<file path="src/hw/rtl/qsd_pkg.sv">
// ----------------------------------------------------------------------------
// qsd_pkg
// Shared types and constants for the quadrature step decoder.
// ----------------------------------------------------------------------------
`default_nettype none

package qsd_pkg;

   // Step modes; code 3 is unused and decodes as full period
   typedef enum logic [1:0] {
      MODE_FULL    = 2'd0,
      MODE_HALF    = 2'd1,
      MODE_QUARTER = 2'd2
   } mode_type;

   // Configuration register indexes
   localparam logic [1:0] CSR_STEP_MODE = 2'd0;
   localparam logic [1:0] CSR_INVERT_A  = 2'd1;
   localparam logic [1:0] CSR_INVERT_B  = 2'd2;

   // Input commands
   localparam logic CMD_SAMPLE = 1'b0;
   localparam logic CMD_START  = 1'b1;

   // Phase codes {A,B}
   localparam logic [1:0] PHASE_00 = 2'b00;
   localparam logic [1:0] PHASE_11 = 2'b11;

   // Quarter-period transitions {last_phase, phase}
   localparam logic [3:0] TR_REV_31 = 4'b11_01;
   localparam logic [3:0] TR_REV_10 = 4'b01_00;
   localparam logic [3:0] TR_REV_02 = 4'b00_10;
   localparam logic [3:0] TR_REV_23 = 4'b10_11;
   localparam logic [3:0] TR_FWD_13 = 4'b01_11;
   localparam logic [3:0] TR_FWD_01 = 4'b00_01;
   localparam logic [3:0] TR_FWD_20 = 4'b10_00;
   localparam logic [3:0] TR_FWD_32 = 4'b11_10;

   // Decoder state
   typedef struct packed {
      logic [1:0] last_phase;
      logic       direction;
   } state_type;

   // One decoded item in flight
   typedef struct packed {
      logic       command;
      logic [1:0] phase;
   } item_type;

endpackage

`default_nettype wire

</file>
<file path="src/hw/rtl/qsd_rule.sv">
// ----------------------------------------------------------------------------
// qsd_rule
// Combinational step rule: next state, emit flag and direction for one item.
// ----------------------------------------------------------------------------
`default_nettype none

module qsd_rule (
   input  qsd_pkg::mode_type  mode,
   input  qsd_pkg::item_type  item,
   input  qsd_pkg::state_type state,
   output qsd_pkg::state_type state_next,
   output logic               emit,
   output logic               forward
);
   import qsd_pkg::*;

   logic [3:0] trans;

   assign trans   = {state.last_phase, item.phase};
   assign forward = state_next.direction;

   always_comb begin
      state_next = state;
      emit       = 1'b0;
      if (item.command == CMD_START) begin
         // start: capture reference, or disarm in full-period mode
         if (mode == MODE_HALF || mode == MODE_QUARTER) begin
            state_next.last_phase = item.phase;
         end else begin
            state_next.last_phase = 2'b00;
         end
      end else begin
         case (mode)
            MODE_HALF: begin
               if (item.phase == PHASE_00 || item.phase == PHASE_11) begin
                  if (item.phase != state.last_phase) begin
                     emit                  = 1'b1;
                     state_next.last_phase = item.phase;
                  end
               end else begin
                  state_next.direction = state.last_phase[0] ^ item.phase[0];
               end
            end
            MODE_QUARTER: begin
               state_next.last_phase = item.phase;
               case (trans)
                  TR_REV_31, TR_REV_10, TR_REV_02, TR_REV_23: begin
                     emit                 = 1'b1;
                     state_next.direction = 1'b0;
                  end
                  TR_FWD_13, TR_FWD_01, TR_FWD_20, TR_FWD_32: begin
                     emit                 = 1'b1;
                     state_next.direction = 1'b1;
                  end
                  default: begin
                     emit = 1'b0;
                  end
               endcase
            end
            default: begin
               // full period: arm on 11, latch on 01/10, emit on 00
               if (item.phase == PHASE_00) begin
                  if (state.last_phase != 2'b00) begin
                     emit                  = 1'b1;
                     state_next.last_phase = 2'b00;
                  end
               end else if (item.phase == PHASE_11) begin
                  state_next.last_phase = 2'b01;
               end else if (state.last_phase != 2'b00) begin
                  state_next.direction = item.phase[1];
               end
            end
         endcase
      end
   end

endmodule

`default_nettype wire

</file>
<file path="src/hw/rtl/quadrature_step_decoder_core.sv">
// ----------------------------------------------------------------------------
// quadrature_step_decoder_core
// Decodes quadrature A/B levels into single encoder steps.
// ----------------------------------------------------------------------------
// Usage:
//   req_* carries one item per handshake: a command (sample or start) and
//   the raw A and B pin levels. rsp_* returns one item per reported step,
//   rsp_forward = 1 for +1 and 0 for -1. Items that report no step
//   produce nothing on rsp_*.
//   csr_* writes step_mode, invert_a and invert_b; write only while idle.
// Timing:
//   An item is registered at acceptance, decoded from the input register and
//   its step lands in the output register. One item per cycle is taken while
//   no emitting item waits on a stalled output; the rate is set by the
//   combinational state update in qsd_rule feeding back on the state register.
// Reset:
//   Synchronous, active high; clears the configuration registers, the decoder
//   state and both valid flags.
// Stall:
//   While rsp_ready is low the output register holds its step; if it holds
//   one, an item that would emit waits in the input register and req_ready
//   drops. Items that emit nothing keep flowing.
// ----------------------------------------------------------------------------
`default_nettype none

module quadrature_step_decoder_core (
   input  logic       clock,
   input  logic       reset,
   // input channel
   input  logic       req_valid,
   output logic       req_ready,
   input  logic       req_command,
   input  logic       req_level_a,
   input  logic       req_level_b,
   // result channel
   output logic       rsp_valid,
   input  logic       rsp_ready,
   output logic       rsp_forward,
   // configuration port
   input  logic       csr_write_enable,
   input  logic [1:0] csr_index,
   input  logic [1:0] csr_write_data
);
   import qsd_pkg::*;

   mode_type  mode_ff;
   logic      invert_a_ff;
   logic      invert_b_ff;
   state_type state_ff, state_in;
   item_type  item_ff, item_in;
   logic      item_valid_ff;
   logic      out_valid_ff;
   logic      forward_ff;
   logic      emit;
   logic      forward_next;
   logic      item_go;
   logic      req_take;

   // Configuration registers
   always_ff @(posedge clock) begin
      if (reset) begin
         mode_ff     <= MODE_FULL;
         invert_a_ff <= 1'b0;
         invert_b_ff <= 1'b0;
      end else if (csr_write_enable) begin
         case (csr_index)
            CSR_STEP_MODE: mode_ff     <= mode_type'(csr_write_data);
            CSR_INVERT_A:  invert_a_ff <= csr_write_data[0];
            CSR_INVERT_B:  invert_b_ff <= csr_write_data[0];
            default:       ;
         endcase
      end
   end

   // Step rule
   qsd_rule u_rule (
      .mode       (mode_ff),
      .item       (item_ff),
      .state      (state_ff),
      .state_next (state_in),
      .emit       (emit),
      .forward    (forward_next)
   );

   // Handshake: a non-emitting item never waits on the output side
   assign item_go   = item_valid_ff && (!emit || !out_valid_ff || rsp_ready);
   assign req_ready = !item_valid_ff || item_go;
   assign req_take  = req_valid && req_ready;

   // Input register, levels already inverted and packed {A,B}
   assign item_in.command = req_command;
   assign item_in.phase   = {req_level_a ^ invert_a_ff, req_level_b ^ invert_b_ff};

   always_ff @(posedge clock) begin
      if (reset) begin
         item_valid_ff <= 1'b0;
      end else if (req_ready) begin
         item_valid_ff <= req_valid;
      end
   end

   always_ff @(posedge clock) begin
      if (req_take) begin
         item_ff <= item_in;
      end
   end

   // Decoder state advances as each item leaves the input register
   always_ff @(posedge clock) begin
      if (reset) begin
         state_ff <= '0;
      end else if (item_go) begin
         state_ff <= state_in;
      end
   end

   // Output register
   always_ff @(posedge clock) begin
      if (reset) begin
         out_valid_ff <= 1'b0;
      end else if (item_go && emit) begin
         out_valid_ff <= 1'b1;
      end else if (rsp_ready) begin
         out_valid_ff <= 1'b0;
      end
   end

   always_ff @(posedge clock) begin
      if (item_go && emit) begin
         forward_ff <= forward_next;
      end
   end

   assign rsp_valid   = out_valid_ff;
   assign rsp_forward = forward_ff;

`ifndef SYNTH
   // A held item keeps its payload
   a_item_hold: assert property (@(posedge clock) disable iff (reset)
      item_valid_ff && !item_go |=> item_valid_ff && $stable(item_ff))
      else $error("held item changed");

   // State only moves when an item leaves
   a_state_hold: assert property (@(posedge clock) disable iff (reset)
      !item_go |=> $stable(state_ff))
      else $error("state changed without item");

   // An emitting item always lands in the output register
   a_emit_lands: assert property (@(posedge clock) disable iff (reset)
      item_go && emit |=> out_valid_ff && rsp_forward == $past(forward_next))
      else $error("emitted step lost");

   // Reset clears the decoder state
   a_reset_state: assert property (@(posedge clock)
      reset |=> state_ff == '0 && !item_valid_ff && !out_valid_ff)
      else $error("state not cleared by reset");
`endif

endmodule

`default_nettype wire

</file>
<file path="config.mk">
export PLATFORM = sky130hd
export DESIGN_NAME = quadrature_step_decoder_core
export DESIGN_NICKNAME = d
export VERILOG_FILES = /design/src/hw/rtl/qsd_pkg.sv /design/src/hw/rtl/qsd_rule.sv /design/src/hw/rtl/quadrature_step_decoder_core.sv
export SDC_FILE = /design/constraint.sdc
export NUM_CORES = 1
export LEC_CHECK = 0
export BUFFER_PORTS_ARGS = -buffer_cell sky130_fd_sc_hd__buf_2
export CAP_MARGIN = 5
export CORE_MARGIN = 2
export CORE_UTILIZATION = 54
export DETAILED_ROUTE_END_ITERATION = 16
export MAX_ROUTING_LAYER = met4
export PLACE_DENSITY_LB_ADDON = 0.15
export SETUP_SLACK_MARGIN = 0.05
export SLEW_MARGIN = 5
export SYNTH_ARGS = -nofsm -noshare
export SYNTH_HDL_FRONTEND = slang
export SYNTH_HIERARCHICAL = 1
export SYNTH_SLANG_ARGS = --single-unit
</file>
<file path="constraint.sdc">
create_clock -name clock -period 2.7 [get_ports clock]
set_clock_uncertainty 0.05 [all_clocks]
set_input_delay 0.405 -clock clock [delete_from_list [all_inputs] [get_ports clock]]
set_output_delay 0.405 -clock clock [all_outputs]
set_load 0.005 [all_outputs]
</file>
==> Yosys cells after proc, flatten, opt, wreduce, memory -nomap -nowiden <==
Index checks and enable logic that the tools add are counted.
{ "classes": {"add_sub_neg": 0, "mul": 0, "div_mod_pow": 0, "n_lt_le_gt_ge": 0, "n_eq_ne": 17, "n_shift": 0, "n_mux": 23, "bitwise": 3, "reduce_logical": 23} }
{ "ops": {"columns": ["op", "count"], "rows": [
  ["equality test 4 bit, second input constant", 4],
  ["2-to-1 mux 2 bit", 7],
  ["2-to-1 mux 1 bit", 13],
  ["equality test 4 x 3 -> 1 bit, second input constant", 2],
  ["OR reduction 4 bit", 2],
  ["OR reduction 8 bit", 1],
  ["equality test 2 bit, second input constant", 3],
  ["!= test 3 bit, second input constant", 2],
  ["case mux 3 bit (2 select lines)", 1],
  ["AND reduction 2 bit", 3],
  ["logical OR 1 bit", 5],
  ["!= test 5 x 3 -> 1 bit, second input constant", 1],
  ["AND reduction 5 bit", 1],
  ["nonzero test 5 bit", 1],
  ["equality test 2 x 1 -> 1 bit, second input constant", 2],
  ["equality test 4 x 1 -> 1 bit, second input constant", 1],
  ["equality test 4 x 2 -> 1 bit, second input constant", 1],
  ["logical NOT 2 bit", 2],
  ["case mux 1 bit (2 select lines)", 2],
  ["nonzero test 2 bit", 2],
  ["logical AND 1 bit", 3],
  ["logical NOT 1 bit", 3],
  ["bitwise XOR 1 bit", 3],
  ["!= test 2 bit", 1]
]} }
{ "totals": {"regBits": 13, "latch_bits": 0, "mem_bits_rw": 0, "romBits": 0, "wordCells": 76, "n_memories": 0} }

==> Longest topological paths before layout <==
{ "depth": {"ltp_word": 11, "mapped_depth": 10, "mapped_depth_nobuf": 8} }

==> Hierarchy <==
The synthesis kept the hierarchy.
{ "by_module_without_submodules": {"columns": ["module", "n_inst", "cells_per_inst", "area_each_um2", "seq_area_each_um2"], "rows": [
  ["quadrature_step_decoder_core", 1, 45, 545.5, 300.3],
  ["qsd_rule", 1, 47, 365.4, 0.0]
]} }

==> Worst setup path before layout <==
OpenSTA, ideal clock, no wires.
{ "synth_path": {"path_kind": "register -> register", "start": "register item_ff[0] (netlist bit)", "end": "register forward_ff (netlist: rsp_forward) (enable)", "setup_ns": 0.292, "t_arrival_ns": 1.890, "t_required_ns": 2.358, "path_slack_ns": 0.467, "path_stages_with_launch": 8, "path_cell_list": "edfxtp_1 -> inv_1 -> ha_1 -> mux4_2 -> o211ai_1 -> nand2_1 -> a21boi_4 -> and2_1"} }
{ "synth_via": {"elab_chain_len": 10} }
{ "synth_lines": {"columns": ["element", "line", "text"], "rows": [
  ["from (decl)", "quadrature_step_decoder_core.sv:50", "item_type item_ff, item_in;"],
  ["from (signal assigned)", "quadrature_step_decoder_core.sv:104", "item_ff <= item_in;"],
  ["equality test 4 bit (tied with other cells)", "qsd_rule.sv:46", "case (trans)"],
  ["OR reduction 8 bit (no source line) (tied with other cells)", null, null],
  ["2-to-1 mux 1 bit, on equally long branches", "qsd_rule.sv:46, qsd_rule.sv:35", null],
  ["case mux 1 bit (2 select lines) (*)", "qsd_rule.sv:33", "case (mode)"],
  ["2-to-1 mux 1 bit (*)", "qsd_rule.sv:25", "if (item.command == CMD_START) begin"],
  ["via emit", "quadrature_step_decoder_core.sv:54", "logic emit;"],
  ["logical NOT 1 bit", "quadrature_step_decoder_core.sv:86", "assign item_go = item_valid_ff && (!emit || !out_valid_ff || rsp_ready);"],
  ["logical OR 1 bit (2 in a row)", "quadrature_step_decoder_core.sv:86", null],
  ["logical AND 1 bit", "quadrature_step_decoder_core.sv:86", null],
  ["logical AND 1 bit (*)", "quadrature_step_decoder_core.sv:129", "if (item_go && emit) begin"],
  ["to (signal assigned)", "quadrature_step_decoder_core.sv:130", "forward_ff <= forward_next;"],
  ["to (decl)", "quadrature_step_decoder_core.sv:53", "logic forward_ff;"]
]} }
The timed path passes the listed nets; every way through them passes the cells marked *.
A chain may end at the register's enable or synchronous reset.

==> Final worst setup path <==
{ "layout_path": {"start": "register item_ff[0] (netlist bit)", "end": "output port req_ready"} }
{ "layout_via": {"elab_chain_len": 10} }
{ "layout_lines": {"columns": ["element", "line", "text"], "rows": [
  ["equality test 4 bit (tied with other cells)", "qsd_rule.sv:46", null],
  ["OR reduction 8 bit (no source line) (tied with other cells)", null, null],
  ["2-to-1 mux 1 bit, on equally long branches", "qsd_rule.sv:46, qsd_rule.sv:35", null],
  ["case mux 1 bit (2 select lines) (*)", "qsd_rule.sv:33", null],
  ["2-to-1 mux 1 bit (*)", "qsd_rule.sv:25", null],
  ["via emit", "quadrature_step_decoder_core.sv:54", null],
  ["logical NOT 1 bit (*)", "quadrature_step_decoder_core.sv:86", null],
  ["logical OR 1 bit (*) (2 in a row)", "quadrature_step_decoder_core.sv:86", null],
  ["logical AND 1 bit (*)", "quadrature_step_decoder_core.sv:86", null],
  ["logical OR 1 bit (*)", "quadrature_step_decoder_core.sv:87", "assign req_ready = !item_valid_ff || item_go;"],
  ["to (decl)", "quadrature_step_decoder_core.sv:31", "output logic req_ready,"]
]} }
Marks and branches as above.

==> flow_metrics.env <==
export IMPL_hpwl_um=1240
export IMPL_min_path_type="input pin to register"
export IMPL_fin_hold_ws_ns=0.247
export IMPL_hold_viol_final=0
export IMPL_end_kind="primary output"
export IMPL_grtUsageMet2=0.354
export IMPL_dp_cells=119
export IMPL_grt_pass1_vias=673
export IMPL_yosys_warnings=6
export IMPL_overflow=0
export IMPL_synth_top_area_cell="dfxtp_1"
export IMPL_fin_nets=133
export IMPL_relSlewSlack=0.715
export IMPL_slew_violations=0
export IMPL_busiest_layer="met2"
export IMPL_ys_seq_elements=13
export IMPL_wl_per_cell_um=14.1
export IMPL_numCtsBuffers=3
export IMPL_synth_top_cells_by_area="dfxtp_1, edfxtp_1, ha_1, mux2i_1, mux4_2"
export IMPL_worstPathArrival_ns=2.12
export IMPL_grt_pass1_wl_um=2910
export IMPL_rows=14
export IMPL_post_route_period_util=0.954
export IMPL_clockRootBuffer="clkbuf_4"
export IMPL_port_buffers=14
export IMPL_die_w_um=45.1
export IMPL_grt_antenna_before_repair=0
export IMPL_clock_latency_ns=0.28
export IMPL_drc=0
export IMPL_grt_max_degree=13
export IMPL_syn_inst=92
export IMPL_wirelength_um=1820
export IMPL_worstMarginPinSlew_ns=0.424
export IMPL_clock_sinks=13
export IMPL_cts_tree="done"
export IMPL_place_area_um2=985
export IMPL_netlist_area_um2=911
export IMPL_io_pins=15
export IMPL_viasPerCell=5.84
export IMPL_p_total_w=0.000422
export IMPL_antenna_left=0
export IMPL_path_class="register to primary output"
export IMPL_setup_tns_final_ns=0
export IMPL_max_freq_mhz=388
export IMPL_clk_pin_slew_worst_paths_ns=0.08
export IMPL_firstDrtPassIters=4
export IMPL_layoutNonFillerInstCount=129
export IMPL_peakVddDrop_v=0.000260
export IMPL_outcome="finished, final reports clean"
export IMPL_routabilityCongestion=0.861
export IMPL_die_area_um2=2030
export IMPL_clockBufferDepth=2
export IMPL_power_per_cell_area_nw_per_um2=386
export IMPL_start_util=0.591
export IMPL_synth_fp_nets=111
export IMPL_gr_usage_met3=0.0400
export IMPL_period_minus_slack_ns=2.58
export IMPL_final_cell_area_um2=1090
export IMPL_netlist_cell_type_count=34
export IMPL_grt_use_total=0.217
export IMPL_htree_levels=1
export IMPL_via_count=753
export IMPL_postSynthAreaPerCell_um2=9.90
export IMPL_core_area_um2=1540
export IMPL_critPathLaunchType="register"
export IMPL_power_leakage_nw=0.456
export IMPL_grt_use_met1=0.234
export IMPL_synth_top_area_frac=0.198
export IMPL_rsz0062_at_grt="false"
export IMPL_cp_max_fo=5
export IMPL_drive_gt1_frac=0.336
export IMPL_maxCapViolCount=0
export IMPL_insertedDiodeCount=0
export IMPL_die_h_um=45.1
export IMPL_ys_seq_area_frac=0.330
export IMPL_first_iter_violations=11
export IMPL_layout_area_overhead_vs_synth_pct=20.2
export IMPL_setup_violations=0
export IMPL_crit_required_ns=2.25
## layer usage
layer	share of wire	up-vias
li1	-	366
met1	0.43	364
met2	0.51	18
met3	0.039	5
met4	0.025	0
met5	0	-
## state kept, by name (all words and copies together) (netlist names)
register and flops:
mode_ff 2, invert_a_ff 1, item_ff 3, item_valid_ff 1, invert_b_ff 1, rsp_valid 1, rsp_forward 1, state_ff 3
## path summary, 6_finish.rpt
path	startpoint	to	slack (ns)	cells after the start
worst min register to register	state_ff[0]	state_ff[0]	0.47	2
worst min-delay path	req_command	item_ff[2]	0.25	1
worst max register to register	item_ff[0]	rsp_forward	0.35	7
worst max-delay path	item_ff[0]	req_ready	0.12	7
## report_power, final
part | total (W) | switching (W) | internal (W) | leakage, nW
clock network | 0.000121 | 0.0000634 | 0.0000574 | 0.0150
registers | 0.000218 | 0.00000959 | 0.000209 | 0.110
logic | 0.0000834 | 0.0000405 | 0.0000429 | 0.331
total | 0.000422 | 0.000113 | 0.000309 | 0.456
## metrics by stage
step,setup slack (ns),utilization
after global routing,0.0287,0.710
after CTS,0.0501,0.672
after global placement,0.310,0.639
final,0.123,0.710
after floorplan,0.467,-
after detailed placement,0.252,0.639
## cell usage after synthesis
master     instances
nor2_1             9
a21boi_4           1
a2111oi_0          1
buf_2              1
nor2b_4            1
or3_1              1
xor2_1             2
nand2b_1           7
or3b_1             1
mux4_2             2
mux2i_1            8
a32o_1             1
and3_4             1
nand2_1            5
ha_1               7
o21ai_0            3
nand3_1            2
o31a_1             1
clkbuf_1           1
edfxtp_1           4
buf_4              1
a31oi_1            2
a21oi_1            3
inv_1              7
and2_1             1
nor3b_4            1
nand3b_1           2
nor4_1             1
a32oi_1            1
o211a_1            1
a211oi_2           1
xnor2_1            2
dfxtp_1            9
o211ai_1           1
## cells in the final DEF (no fill, tap or decap), types with 2 or more instances in the layout
cell type | synthesis | layout
o21ai_0 | 3 | 3
edfxtp_1 | 4 | 4
mux4_2 | 2 | 2
ha_1 | 7 | 4
xor2_1 | 2 | 2
buf_4 | 1 | 4
ha_2 | 0 | 2
nand2_1 | 5 | 4
clkbuf_4 | 0 | 3
nor2_1 | 9 | 9
buf_2 | 1 | 14
nand3b_1 | 2 | 2
mux2i_1 | 8 | 8
xnor2_1 | 2 | 2
inv_2 | 0 | 2
buf_6 | 0 | 2
dfxtp_1 | 9 | 9
nand2b_1 | 7 | 7
a21oi_1 | 3 | 3
a31oi_1 | 2 | 2
inv_1 | 7 | 5
## repair_timing
item	CTS	global route
buffers inserted	3	3
hold endpoints to repair	0	0
hold buffers	0	0
setup endpoints to repair	1	1
resized for setup	1	11
pin swaps	0	3
## cells by family after synthesis
group | count (synthesis) | synth area share
compound gates | 16 | 0.140
xor+xnor | 4 | 0.0385
fa+ha+maj | 7 | 0.0961
buf+inv | 10 | 0.0467
flops | 13 | 0.330
mux | 10 | 0.137
simple gates | 32 | 0.212
## cell type report
type / instances / area, um^2
well taps: 16 / 20.0
multi-input cells: 69 / 599
fillers: 114 / 447
repair buffers: 20 / 123
clock buffers: 4 / 26.3
inverters: 7 / 26.3
flip-flops and latches: 13 / 300
## critical path: stages, from the launching register on
cell      delay, ns
edfxtp_1       0.47
buf_6          0.16
ha_2           0.16
mux4_2         0.47
o211ai_1       0.23
nand2_2        0.15
nand3_2        0.10
buf_2          0.11
(Power assumes the default switching activity.)
